`src/rtl/rupt_pkg.sv`:
```
// Package for the ranked unique population table.
// Holds operation and status codes and the cell bus types; no dependencies.
`timescale 1ns / 1ps
`default_nettype none
package rupt_pkg;
    localparam logic [1:0] OP_ADD     = 2'd0;
    localparam logic [1:0] OP_REPLACE = 2'd1;
    localparam logic [1:0] OP_READ    = 2'd2;
    localparam logic [1:0] OP_HOMOG   = 2'd3;

    localparam logic [2:0] ST_OK         = 3'd0;
    localparam logic [2:0] ST_DUP        = 3'd1;
    localparam logic [2:0] ST_NOT_BETTER = 3'd2;
    localparam logic [2:0] ST_FULL       = 3'd3;
    localparam logic [2:0] ST_EMPTY      = 3'd4;
    localparam logic [2:0] ST_BAD_INDEX  = 3'd5;

    // Entry word handed between neighbouring cells.
    typedef struct packed {
        logic [63:0]        genes;
        logic signed [31:0] fitness;
    } rupt_entry_t;

    // Per-cycle command broadcast to every cell.
    typedef struct packed {
        logic        shift_dn;  // cells past the insert position take the neighbour above
        logic        rot_up;    // every cell takes the neighbour below (read/scan)
        logic        load;      // cell at insert position takes candidate
    } rupt_cmd_t;
endpackage
`default_nettype wire

```
`src/rtl/rupt_cell.sv`:
```
// One storage cell of the ranked table chain.
// Depends on rupt_pkg.
`timescale 1ns / 1ps
`default_nettype none
module rupt_cell
    import rupt_pkg::*;
(
    input  wire logic        aclk,
    input  wire rupt_cmd_t   cmd,
    input  wire logic        sel,       // this cell is the insert target
    input  wire rupt_entry_t cand,
    input  wire rupt_entry_t from_up,   // cell at rank-1
    input  wire rupt_entry_t from_dn,   // cell at rank+1
    input  wire logic        shift_en,  // rank > insert position
    output rupt_entry_t      q
);
    rupt_entry_t q_reg;

    always_ff @(posedge aclk) begin
        if (cmd.load && sel) begin
            q_reg <= cand;
        end else if (cmd.shift_dn && shift_en) begin
            q_reg <= from_up;
        end else if (cmd.rot_up) begin
            q_reg <= from_dn;
        end
    end

    assign q = q_reg;
endmodule
`default_nettype wire

```
`config.mk`:
```
export PLATFORM = sky130hd
export DESIGN_NAME = rupt_cell
export DESIGN_NICKNAME = d
export VERILOG_FILES = /design/src/rtl/rupt_pkg.sv /design/src/rtl/rupt_cell.sv
export SDC_FILE = /design/constraint.sdc
export NUM_CORES = 1
export LEC_CHECK = 0
export ABC_CLOCK_PERIOD_IN_PS = 3100
export BUFFER_PORTS_ARGS = -buffer_cell sky130_fd_sc_hd__buf_4
export CORE_AREA = 2 2 154 156
export DETAILED_ROUTE_END_ITERATION = 10
export DIE_AREA = 0 0 156 158
export REMOVE_ABC_BUFFERS = 1
export SETUP_SLACK_MARGIN = 0.02
export SLEW_MARGIN = 30
export SYNTH_ARGS = -nofsm -noshare
export SYNTH_HDL_FRONTEND = slang
export SYNTH_SLANG_ARGS = --single-unit
```
`constraint.sdc`:
```
create_clock -name aclk -period 3.1 [get_ports aclk]
set_input_delay 0.31 -clock aclk [delete_from_list [all_inputs] [get_ports aclk]]
set_output_delay 0.31 -clock aclk [all_outputs]
set_load 0.03 [all_outputs]
```
---- Yosys cells after proc, flatten, opt, wreduce, memory -nomap -nowiden ----
Index checks and enable logic that the tools add are counted.
word-level totals
  bits in registers ....................... 96
  bits in latches ......................... 0
  memory bits (writable) .................. 0
  memory bits (read-only) ................. 0
  bits of input ports ..................... 294
  output and inout port bits .............. 96
  word-level logic and storage cells ...... 8
  memories kept ........................... 0
operators by class
  add/subtract/negate cells ............... 0
  multiply operators ...................... 0
  div/mod/pow operators ................... 0
  magnitude comparators ................... 0
  equality and inequality tests ........... 0
  shift operators ......................... 0
  mux-type cells .......................... 3
  bitwise gates (word level) .............. 0
  reductions and logical operators ........ 3
operators by type and width
  kind               number
  $mux 96            3
  $reduce_bool 3->1  1
  $logic_and 1x1->1  2

---- Depth between registers and ports, before layout ----
Gate-level depths: netlist (run 1).
  word-level depth ........................ 3
  depth in mapped cells ................... 5
  gate-level depth less buffers ........... 2

---- Least setup slack after synthesis (run 1) ----
OpenSTA, ideal clock, no wires.
  path kind ............................... in2reg
  start point ............................. input port sel
  end point ............................... register q_reg (netlist bit q[0]) (enable)
  library setup time ...................... 466 ps
  arrival ................................. 2,910 ps
  data required time ...................... 2,634 ps
  slack ................................... -276 ps
  stages on the path ...................... 3
  buffers on the path ..................... 2
  path through ............................ buf_6 clkbuf_1 a221o_1
on the way
  longest elaborated chain between the ends .. 2
RTL lines
  what                                line             RTL
  start: declaration                  rupt_cell.sv:10  input wire logic sel,
  $logic_and 1x1->1                   rupt_cell.sv:20  if (cmd.load && sel) begin
  $reduce_bool 3->1 (no source line)  n/a
  end signal: assignment              rupt_cell.sv:21  q_reg <= cand;
  end signal: assignment              rupt_cell.sv:23  q_reg <= from_up;
  end signal: assignment              rupt_cell.sv:25  q_reg <= from_dn;
  end: declaration                    rupt_cell.sv:17  rupt_entry_t q_reg;
Every way passes these cells.
A chain may end at the register's enable or synchronous reset.

---- Worst setup path in the final report (run 1) ----
  start point ............................. input port sel
  end point ............................... register q_reg (netlist bit q[85]) (enable)
The elaborated chain is that of the path after synthesis.

==> impl_results.md, run 1 <==
- Outcome: finished clean
- Total gr overflow: 0
- Non-filler cells, final: around 1200
- HPWL Detailed: about 16 mm
- Worst-Margin Slew: roughly 0.65 ns
- Rel. slew slack: between 50% and 60%
- Synthesis-stage register bit count: 96
- H-Tree Depth: 3
- DRT Pass-1 Iters: 4
- Final Hold Fails: 0
- Nets@finish: 1187
- Core area: approximately 0.023 mm^2
- Synthesized area: a little over 0.006 mm^2
- DIE AREA: between 0.02 and 0.025 mm^2
- Synth warnings: 0
- # fillers: between 2000 and 2500
- Critical path class: in -> reg
- Final cycle utilization of the critical path: between 40 and 50%
- Post-synthesis cell type count: 13
- Remaining antenna violation count: 0
- Initial Util: a little over a quarter
- Die X: around 160 um
- Per-cell routed wire length: 19.7 um
- Crit path launch type: input port
- Residual DRC: 0
- Syn Inst Count: about 560
- CTS root buffer: clkbuf_16
- Area grow syn2layout: 54.4%
- Cell leakage power: about 4.5 nW
- Total number of vias: around 6000
- Max Clk Rate: 664 MHz
- Post-CTS sizing: 0
- VDD IR-drop max: approximately 170 uV
- Die Span Y: ~160 um
- Hold Buf Count CTS: 0
- Setup violations, final: 0
- Final WS setup: between 1.5 and 2 ns
- First-pass GRT wire length: approximately 34 mm
- Required time worst endpoint: about 3 ns
- Vias in the first global route: between 6000 and 7000
- Inst Count DP: between 1000 and 1500
- WP data arrival: around 1.5 ns
- Register area share after synthesis: between 40% and 50%
- Share of layout cells above drive strength 1: between 50% and 60%
- Hold crit path type: in -> reg
- Initial antenna violation count: 0
- Setup crit end kind: register
- Setup Fix Bufs, Post-CTS: 0
- Post-layout min period: approximately 1.5 ns
- Syn_area_per_cell: about 11 um^2
- Hold Crit Depth: 3
- Deepest clock path buffer count: 2
- All-Layer GR Usage: 18.0%
- Tot Pwr: 4.25 mW
- Clock Sinks: 96
- Hold Crit Endpoint: q[57]
- Inserted Clock Buffers: 9
- Ports: slightly below 400
- Worst hold slack: 0.350 ns
- PD cells: between 400 and 500 mW/mm^2
- Max-Cap Viols: 0
- GP Congestion: about 0.77
- Antenna diodes: 0
- Clk slew on worst S/H paths: ~0.08 ns
- CP Max Fanout: 92
- Total Wirelength: ~23 mm
- Largest net degree at the start of global routing: 117
- Iter 0 DRT Violations: approximately 380
- Max Slew Vio Count: 0
- HP Start: from_up[57]
- CTS tree: built
- RSZ-0062 raised after global routing: false
- Via/cell ratio: 5.06
- Row count: 56
- Post-route setup TNS: 0 ns
- Max FFs per register: 96
- DP Worst Slack: 1.29 ns
- Port Buf Inserts: between 300 and 400
==> worst max-delay path, cell delays in order <==
cell and delay (ns):
buf_4 0.32, a221o_4 0.30, buf_12 0.39
==> synth_stat cells (all sizes together) <==
master  instances  area (um^2)
clkbuf         22         82.6
a221o           1         10.0
nand3          96          480
buf            52          294
a21bo          96          961
and3b          96          841
a31oi          96          601
nand2           1         6.26
edfxtp         96         2880
==> layout by cell type, fill, tap and decap left out, drive strengths merged <==
master    instances
a31oi            96
clkinv            2
buf             400
a221o             1
bufinv            1
a21bo            96
nand2             1
and3b            96
clkinvlp          2
edfxtp           96
clkbuf           11
nand3            96
==> per-stage QoR <==
step	instance area, um^2	utilization, %
6_report	9510	41.3
4_1_cts	9510	41.3
3_5_place_dp	9220	40.0
5_1_grt	9510	41.3
3_3_place_gp	9220	40.0
2_1_floorplan	5780	-
==> power by group <==
| group | internal [mW] | leakage (nW) | switching (mW) |
|---|---|---|---|
| clock network | 0.627 | 0.133 | 0.520 |
| registers | 1.65 | 0.971 | 0.0554 |
| logic | 0.640 | 3.42 | 0.761 |
==> routing by layer <==
metal | GRT usage, % | up-vias | wire length, um
met2 | 32.3 | 245 | 11800
met5 | 0 | - | 0
met3 | 3.64 | 22 | 1600
met1 | 21.8 | 2885 | 9660
li1 | - | 2855 | -
met4 | 5.64 | 0 | 381
==> logic make-up after synthesis <==
logic type | after synthesis | share of synthesized area [%]
compound gates | 193 | 25.5
flops | 96 | 46.8
simple gates | 193 | 21.6
buf+inv | 74 | 6.12
==> worst max-delay path by stage <==
stage,cells past startpoint,startpoint,endpoint
3_5_place_dp,3,sel,q[16]
3_3_place_gp,3,sel,q[92]
2_1_floorplan,1,cmd[2],q[0]
5_1_grt,4,cmd[2],q[76]
6_report,3,sel,q[85]
4_1_cts,4,cmd[2],q[82]
==> area by class of cell <==
class / instances / area [um^2] / area share (%)
Clock buffer: 11 / 233 / 2.45
Sequential cell: 96 / 2880 / 30.3
Tap cell: 290 / 363 / 3.81
Timing Repair Buffer: 400 / 3060 / 32.2
Multi-Input combinational cell: 386 / 2920 / 30.6
Clock inverter: 5 / 57.6 / 0.605
Power figures use the tool's default switching activity.
==> inputs of run 2 (changes only) <==
--- a/config.mk
+++ b/config.mk
@@ -5,7 +5,7 @@
 export SDC_FILE = /design/constraint.sdc
 export NUM_CORES = 1
 export LEC_CHECK = 0
-export ABC_CLOCK_PERIOD_IN_PS = 3100
+export ABC_CLOCK_PERIOD_IN_PS = 1370
 export BUFFER_PORTS_ARGS = -buffer_cell sky130_fd_sc_hd__buf_4
 export CORE_AREA = 2 2 154 156
 export DETAILED_ROUTE_END_ITERATION = 10
==> constraint.sdc (replaced) <==
create_clock -name aclk -period 1.37 [get_ports aclk]
set_input_delay 0.137 -clock aclk [delete_from_list [all_inputs] [get_ports aclk]]
set_output_delay 0.137 -clock aclk [all_outputs]
set_load 0.03 [all_outputs]
==> run 2 against run 1 <==
  * Utilization grew 1.3 points
  * Clock power is 120% higher
  * Via count up 1.2%
  * First-iteration DRC count down 20%
  * Routed wire length increased by 0.34%
  * Count of clock-buffer cells in the layout fell by 1
  * Non-clock buffer count rose by 22
  * Sequential power is 130% higher
  * Cell count rose by 1.9%
  * Critical path type is now reg -> out
  * Combinational power up 140%
==> impl_results.md, run 2 (synthesized netlist as in run 1, its figures left out) <==
- Hold Buf Count CTS: 0 (unchanged)
- Setup violations, final: 0 (unchanged)
- Footprint of the multi-input gates: 0.00292 mm^2 (unchanged)
- Die X: 156 um (unchanged)
- Critical Path Max Stage Delay: 0.44 ns (was 0.39 ns)
- Inserted Clock Buffers: 9 (unchanged)
- Core area: 0.0231 mm^2 (unchanged)
- First-pass GRT wire length: 34.2 mm (was 34.1 mm)
- Net switching power: 3.03 mW (was 1.34 mW)
- Share of layout cells above drive strength 1: 54.3% (was 53.1%)
- Antenna diodes: 0 (unchanged)
- Total Wirelength: 23.5 mm (was 23.4 mm)
- Max layer used: met4 (unchanged)
- Ports: 390 (unchanged)
- Worst hold slack: 0.180 ns (was 0.350 ns)
- Required time worst endpoint: 1.23 ns (was 3.08 ns)
- Nets@finish: 1209 (was 1187)
- Residual DRC: 0 (unchanged)
- Design Area, Final: 0.00980 mm^2 (was 0.00951 mm^2)
- Max FFs per register: 96 (unchanged)
- HPWL Detailed: 17.6 mm (was 16.4 mm)
- Most frequent cells in the layout: buf_4 (406), nand3_1 (96), and3b_1 (96), a31oi_1 (96), edfxtp_1 (96) (was buf_4 (394), nand3_1 (96), and3b_1 (96), a31oi_1 (96), edfxtp_1 (96))
- Critical path class: reg -> out (was in -> reg)
- Crit-path slowest cell: edfxtp_1 (was buf_12)
- Deepest clock path buffer count: 2 (unchanged)
- Post-layout min period: about 1.1 ns
- # fillers: 2238 (was 2302)
- Clk slew on worst S/H paths: 0.07 ns (was 0.08 ns)
- Iter 0 DRT Violations: 306 (was 383)
- Initial antenna violation count: 0 (unchanged)
- GP Congestion: 0.798 (was 0.769)
- VDD IR-drop max: 514 uV (was 166 uV)
- Total gr overflow: 0 (unchanged)
- Via/cell ratio: 5.02 (was 5.06)
- Hold Crit Depth: 3 (unchanged)
- Max-Cap Viols: 0 (unchanged)
- Largest net degree at the start of global routing: 52 (was 117)
- Total number of vias: 6078 (was 6007)
- Sw Ratio: 31.2% (was 31.4%)
- Worst-Margin Slew: 0.371 ns (was 0.652 ns)
- Die Span Y: 158 um (unchanged)
- CP Max Fanout: 1 (was 92)
- Hold Crit Endpoint: q[61] (was q[57])
- DRT Pass-1 Iters: 5 (was 4)
- Setup crit end kind: primary output (was register)
- CTS root buffer: clkbuf_16 (unchanged)
- Seq pwr share: 39.7% (was 40.1%)
- Combinational share of power: 33.9% (was 33.0%)
- Vias in the first global route: 5943 (was 6003)
- WP data arrival: 0.99 ns (was 1.49 ns)
- Final Hold Fails: 0 (unchanged)
- Hold crit path type: in -> reg (unchanged)
- RSZ-0062 raised after global routing: false (unchanged)
- Crit-path cells: buf_4 (was buf_4, a221o_4, buf_12)
- HP Start: from_up[61] (was from_up[57])
- All-Layer GR Usage: 18.1% (was 18.0%)
- Register Area: 0.00288 mm^2 (unchanged)
- Clock Power Share: 26.4% (was 27.0%)
- Buf/Inv on CP: 1 (was 2)
- Outcome: finished clean (unchanged)
- Cell leakage power: 4.68 nW (was 4.52 nW)
- Post-CTS sizing: 0 (unchanged)
- Max Clk Rate: slightly below 900 MHz
- Critical path's top delay family: flip-flops (was buffers and inverters)
- Final cycle utilization of the critical path: about 82%
- Critical path depth in cells: 1 (was 3)
- CTS tree: built (unchanged)
- Port Buf Inserts: 389 (unchanged)
- Placed cell area: 0.00951 mm^2 (was 0.00922 mm^2)
- Wire length on met3: 1.58 mm (was 1.60 mm)
- DIE AREA: 0.0246 mm^2 (unchanged)
- Per-cell routed wire length: 19.4 um (was 19.7 um)
- Row count: 56 (unchanged)
- Rel. slew slack: 75.3% (was 56.5%)
- Area grow syn2layout: 59.1% (was 54.4%)
- Met1 Wirelength: 9.41 mm (was 9.66 mm)
- Internal power: 6.67 mW (was 2.91 mW)
- Initial Util: 26.7% (unchanged)
- DR WL met2: 12.2 mm (was 11.8 mm)
- Max Slew Vio Count: 0 (unchanged)
- Finished Core Util: 42.5% (was 41.3%)
- Remaining antenna violation count: 0 (unchanged)
- PD cells: 990 mW/mm^2 (was 447 mW/mm^2)
- Commonest non-fill, non-tap cell in the layout: buf_4 (unchanged)
- Setup Fix Bufs, Post-CTS: 0 (unchanged)
- Crit path launch type: register (was input port)
- Clock Sinks: 96 (unchanged)
- H-Tree Depth: 3 (unchanged)
[run 2: cell types whose count changed in the layout (fill, tap and decap cells not counted)]
| cell | before | now |
|---|---|---|
| clkbuf_1 | 2 | 1 |
| buf_4 | 394 | 406 |
| buf_12 | 4 | 14 |
| clkinv_2 | 0 | 2 |
| clkinvlp_4 | 2 | 1 |
[run 2: power groups by stage]
stage	Clock (mW)	Combinational [mW]	Sequential, mW
global placement	0	3.30	3.92
detailed placement	0	3.31	3.92
floorplan	0	0.605	4.78
finish	2.56	3.29	3.85
global route	2.74	3.48	3.89
CTS	2.65	3.31	3.86
[run 2: worst max path at each step]
| stage | start | to |
|---|---|---|
| 2_1_floorplan | cmd[2] | q[0] |
| 3_3_place_gp | cmd[0] | q[13] |
| 3_5_place_dp | cmd[0] | q[3] |
| 4_1_cts | q[4] | q[4] |
| 5_1_grt | q[59] | q[59] |
| 6_report | q[59] | q[59] |
[run 2: cell type report]
cell class / count / area share, %
Clock inverter: 6 / 0.613
Tap cell: 290 / 3.70
Timing Repair Buffer: 422 / 34.2
Sequential cell: 96 / 29.4
Multi-Input combinational cell: 386 / 29.7
Clock buffer: 10 / 2.34
[run 2: stage by stage]
step / setup WS [ns] / cells / power (mW) / TNS [ns]
floorplan: -1.48 / 482 / 5.38 / -143.63
finish: 0.242 / 1210 / 9.70 / 0
global placement: 0.0849 / 1194 / 7.21 / 0
detailed placement: 0.0783 / 1194 / 7.23 / 0
global route: 0.208 / 1210 / 10.1 / 0
CTS: 0.216 / 1210 / 9.82 / 0
[run 2: layer usage]
layer,GRT usage [%],up-vias
met5,0,-
met4,4.81,0
met3,3.37,19
met2,33.1,261
met1,22.0,2896
li1,-,2902
==> inputs of run 3 (changes only) <==
--- a/config.mk
+++ b/config.mk
@@ -5,11 +5,11 @@
 export SDC_FILE = /design/constraint.sdc
 export NUM_CORES = 1
 export LEC_CHECK = 0
-export ABC_CLOCK_PERIOD_IN_PS = 1370
+export ABC_CLOCK_PERIOD_IN_PS = 1040
 export BUFFER_PORTS_ARGS = -buffer_cell sky130_fd_sc_hd__buf_4
-export CORE_AREA = 2 2 154 156
+export CORE_AREA = 2 2 153 155
 export DETAILED_ROUTE_END_ITERATION = 10
-export DIE_AREA = 0 0 156 158
+export DIE_AREA = 0 0 155 157
 export REMOVE_ABC_BUFFERS = 1
 export SETUP_SLACK_MARGIN = 0.02
 export SLEW_MARGIN = 30
==> constraint.sdc (replaced) <==
create_clock -name aclk -period 1.04 [get_ports aclk]
set_input_delay 0.104 -clock aclk [delete_from_list [all_inputs] [get_ports aclk]]
set_output_delay 0.104 -clock aclk [all_outputs]
set_load 0.03 [all_outputs]
==> run 3 against run 2 <==
  * The run now ends with negative setup slack left
  * Final area increased by 5.2%
  * Sequential share of layout area down 1.4 points
  * Combinational power increased by 41%
  * Die area decreased by 1.3%
  * First-iteration DRC count up 22%
  * Count of clock-buffer cells in the layout grew 1
==> impl_results.md, run 3 (synthesized netlist as in run 1, its figures left out) <==
- CP Max Fanout: 1 (unchanged)
- Setup violations, final: 1 (was 0)
- Core area: 0.0225 mm^2 (was 0.0231 mm^2)
- Max Slew Vio Count: 0 (unchanged)
- WP data arrival: 0.94 ns (was 0.99 ns)
- Clock Sinks: 96 (unchanged)
- Critical path's top delay family: flip-flops (unchanged)
- CTS tree: built (unchanged)
- Hold Crit Depth: 3 (unchanged)
- Remaining antenna violation count: 0 (unchanged)
- Max-Cap Viols: 0 (unchanged)
- Inst Count DP: 1210 (was 1194)
- Hold Buf Count CTS: 0 (unchanged)
- Die X: 155 um (was 156 um)
- Largest net degree at the start of global routing: 56 (was 52)
- HPWL Detailed: 17.8 mm (was 17.6 mm)
- Hold Crit Endpoint: q[85] (was q[61])
- Inserted Clock Buffers: 9 (unchanged)
- Initial antenna violation count: 0 (unchanged)
- Initial Util: 27.4% (was 26.7%)
- Antenna diodes: 0 (unchanged)
- Vias in the first global route: 6325 (was 5943)
- Die Span Y: 157 um (was 158 um)
- Share of layout cells above drive strength 1: 55.2% (was 54.3%)
- Critical Path Max Stage Delay: 0.43 ns (was 0.44 ns)
- Total number of vias: 6159 (was 6078)
- Via/cell ratio: 5.03 (was 5.02)
- Area grow syn2layout: 67.4% (was 59.1%)
- Non-filler cells, final: 1225 (was 1210)
- RSZ-0062 raised after global routing: true (was false)
- Finished Core Util: 45.8% (was 42.5%)
- Most frequent cells in the layout: buf_4 (356), nand3_1 (96), and3b_1 (96), a31oi_1 (96), edfxtp_1 (96) (was buf_4 (406), nand3_1 (96), and3b_1 (96), a31oi_1 (96), edfxtp_1 (96))
- Row count: 55 (was 56)
- Required time worst endpoint: 0.94 ns (was 1.23 ns)
- Clk slew on worst S/H paths: 0.07 ns (about the same)
- Post-layout min period: ~1.0 ns
- Commonest non-fill, non-tap cell in the layout: buf_4 (unchanged)
- Final Hold Fails: 0 (unchanged)
- Deepest clock path buffer count: 2 (unchanged)
- Residual DRC: 0 (unchanged)
- Max FFs per register: 96 (unchanged)
- Hold crit path type: in -> reg (unchanged)
- Per-cell routed wire length: 19.0 um (was 19.4 um)
- Crit-path cells: buf_6 (was buf_4)
- Max Clk Rate: around 960 MHz
- Final WS setup: -0.00585 ns (was 0.242 ns)
- H-Tree Depth: 3 (unchanged)
- Setup crit end kind: primary output (unchanged)
- GP Congestion: 0.817 (was 0.798)
- HP Start: from_up[85] (was from_up[61])
- Cell leakage power: 4.91 nW (was 4.68 nW)
- Buf/Inv on CP: 1 (unchanged)
- Crit path launch type: register (unchanged)
- PD cells: 1320 mW/mm^2 (was 990 mW/mm^2)
- CTS root buffer: clkbuf_16 (unchanged)
- All-Layer GR Usage: 18.2% (was 18.1%)
- Crit-path slowest cell: edfxtp_1 (unchanged)
- First-pass GRT wire length: 34.5 mm (was 34.2 mm)
- Violated checks: negative setup slack
- Critical path class: reg -> out (unchanged)
- Outcome: finished with violations (was finished clean)
- DRT Pass-1 Iters: 4 (was 5)
- Rel. slew slack: 77.4% (was 75.3%)
- Total Wirelength: 23.2 mm (was 23.5 mm)
- DIE AREA: 0.0243 mm^2 (was 0.0246 mm^2)
- Iter 0 DRT Violations: 374 (was 306)
- # fillers: 2153 (was 2238)
- Ports: 390 (unchanged)
- Final cycle utilization of the critical path: 101%
- VDD IR-drop max: 783 uV (was 514 uV)
- Nets@finish: 1230 (was 1209)
- Port Buf Inserts: 389 (unchanged)
- Total gr overflow: 0 (unchanged)
- Worst hold slack: 0.147 ns (was 0.180 ns)
- Worst-Margin Slew: 0.338 ns (was 0.371 ns)
[run 3: changes by cell type in the layout (fill, tap and decap cells not counted), sizes merged]
cell      delta
clkinvlp     -1
clkbuf       +1
bufinv       +2
buf         +21
clkinv       -3
[run 3: timing repair]
item	4_1_cts	5_1_grt
setup buffers	0	0
setup endpoints to repair	30	63
gates resized for setup	30	35
[run 3: stage by stage]
step           setup TNS, ns  cell area, um^2  power (mW)  setup WS, ns
2_1_floorplan        -200.65             5780        7.09         -1.77
3_3_place_gp          -22.45             9740        9.58        -0.181
3_5_place_dp          -23.73             9740        9.61        -0.181
4_1_cts               -0.121            10200        13.6       -0.0410
5_1_grt               -0.182            10300        14.1       -0.0399
6_report            -0.00585            10300        13.6      -0.00585
[run 3: metal layers]
metal | GRT usage, % | vias up | wire (um)
met5 | 0 | - | 0
met4 | 5.91 | 0 | 516
met3 | 5.26 | 29 | 2070
met2 | 31.4 | 283 | 11300
met1 | 21.9 | 2904 | 9280
li1 | - | 2943 | -
[run 3: how the worst max path moves through the flow]
stage | startpoint | endpoint | slack (ns) | depth (start not counted)
6_report | q[54] | q[54] | -0.006 | 1
5_1_grt | q[93] | q[93] | -0.04 | 1
4_1_cts | q[54] | q[54] | -0.04 | 1
3_5_place_dp | cmd[0] | q[37] | -0.18 | 3
3_3_place_gp | cmd[0] | q[38] | -0.18 | 3
2_1_floorplan | cmd[2] | q[0] | -1.77 | 1
[run 3: report_power, final]
part	internal (mW)	switching (mW)
sequential	4.92	0.229
combinational	2.32	2.31
clock	2.34	1.49
total	9.57	4.03
[run 3: layout make-up]
type / instances / area, um^2 / share of cell area, %
timing repair buffer: 443 / 3830 / 37.1
clock buffer: 11 / 233 / 2.26
multi-input combinational: 386 / 2920 / 28.3
tap: 285 / 357 / 3.46
sequential: 96 / 2880 / 28.0
clock inverter: 4 / 93.8 / 0.910
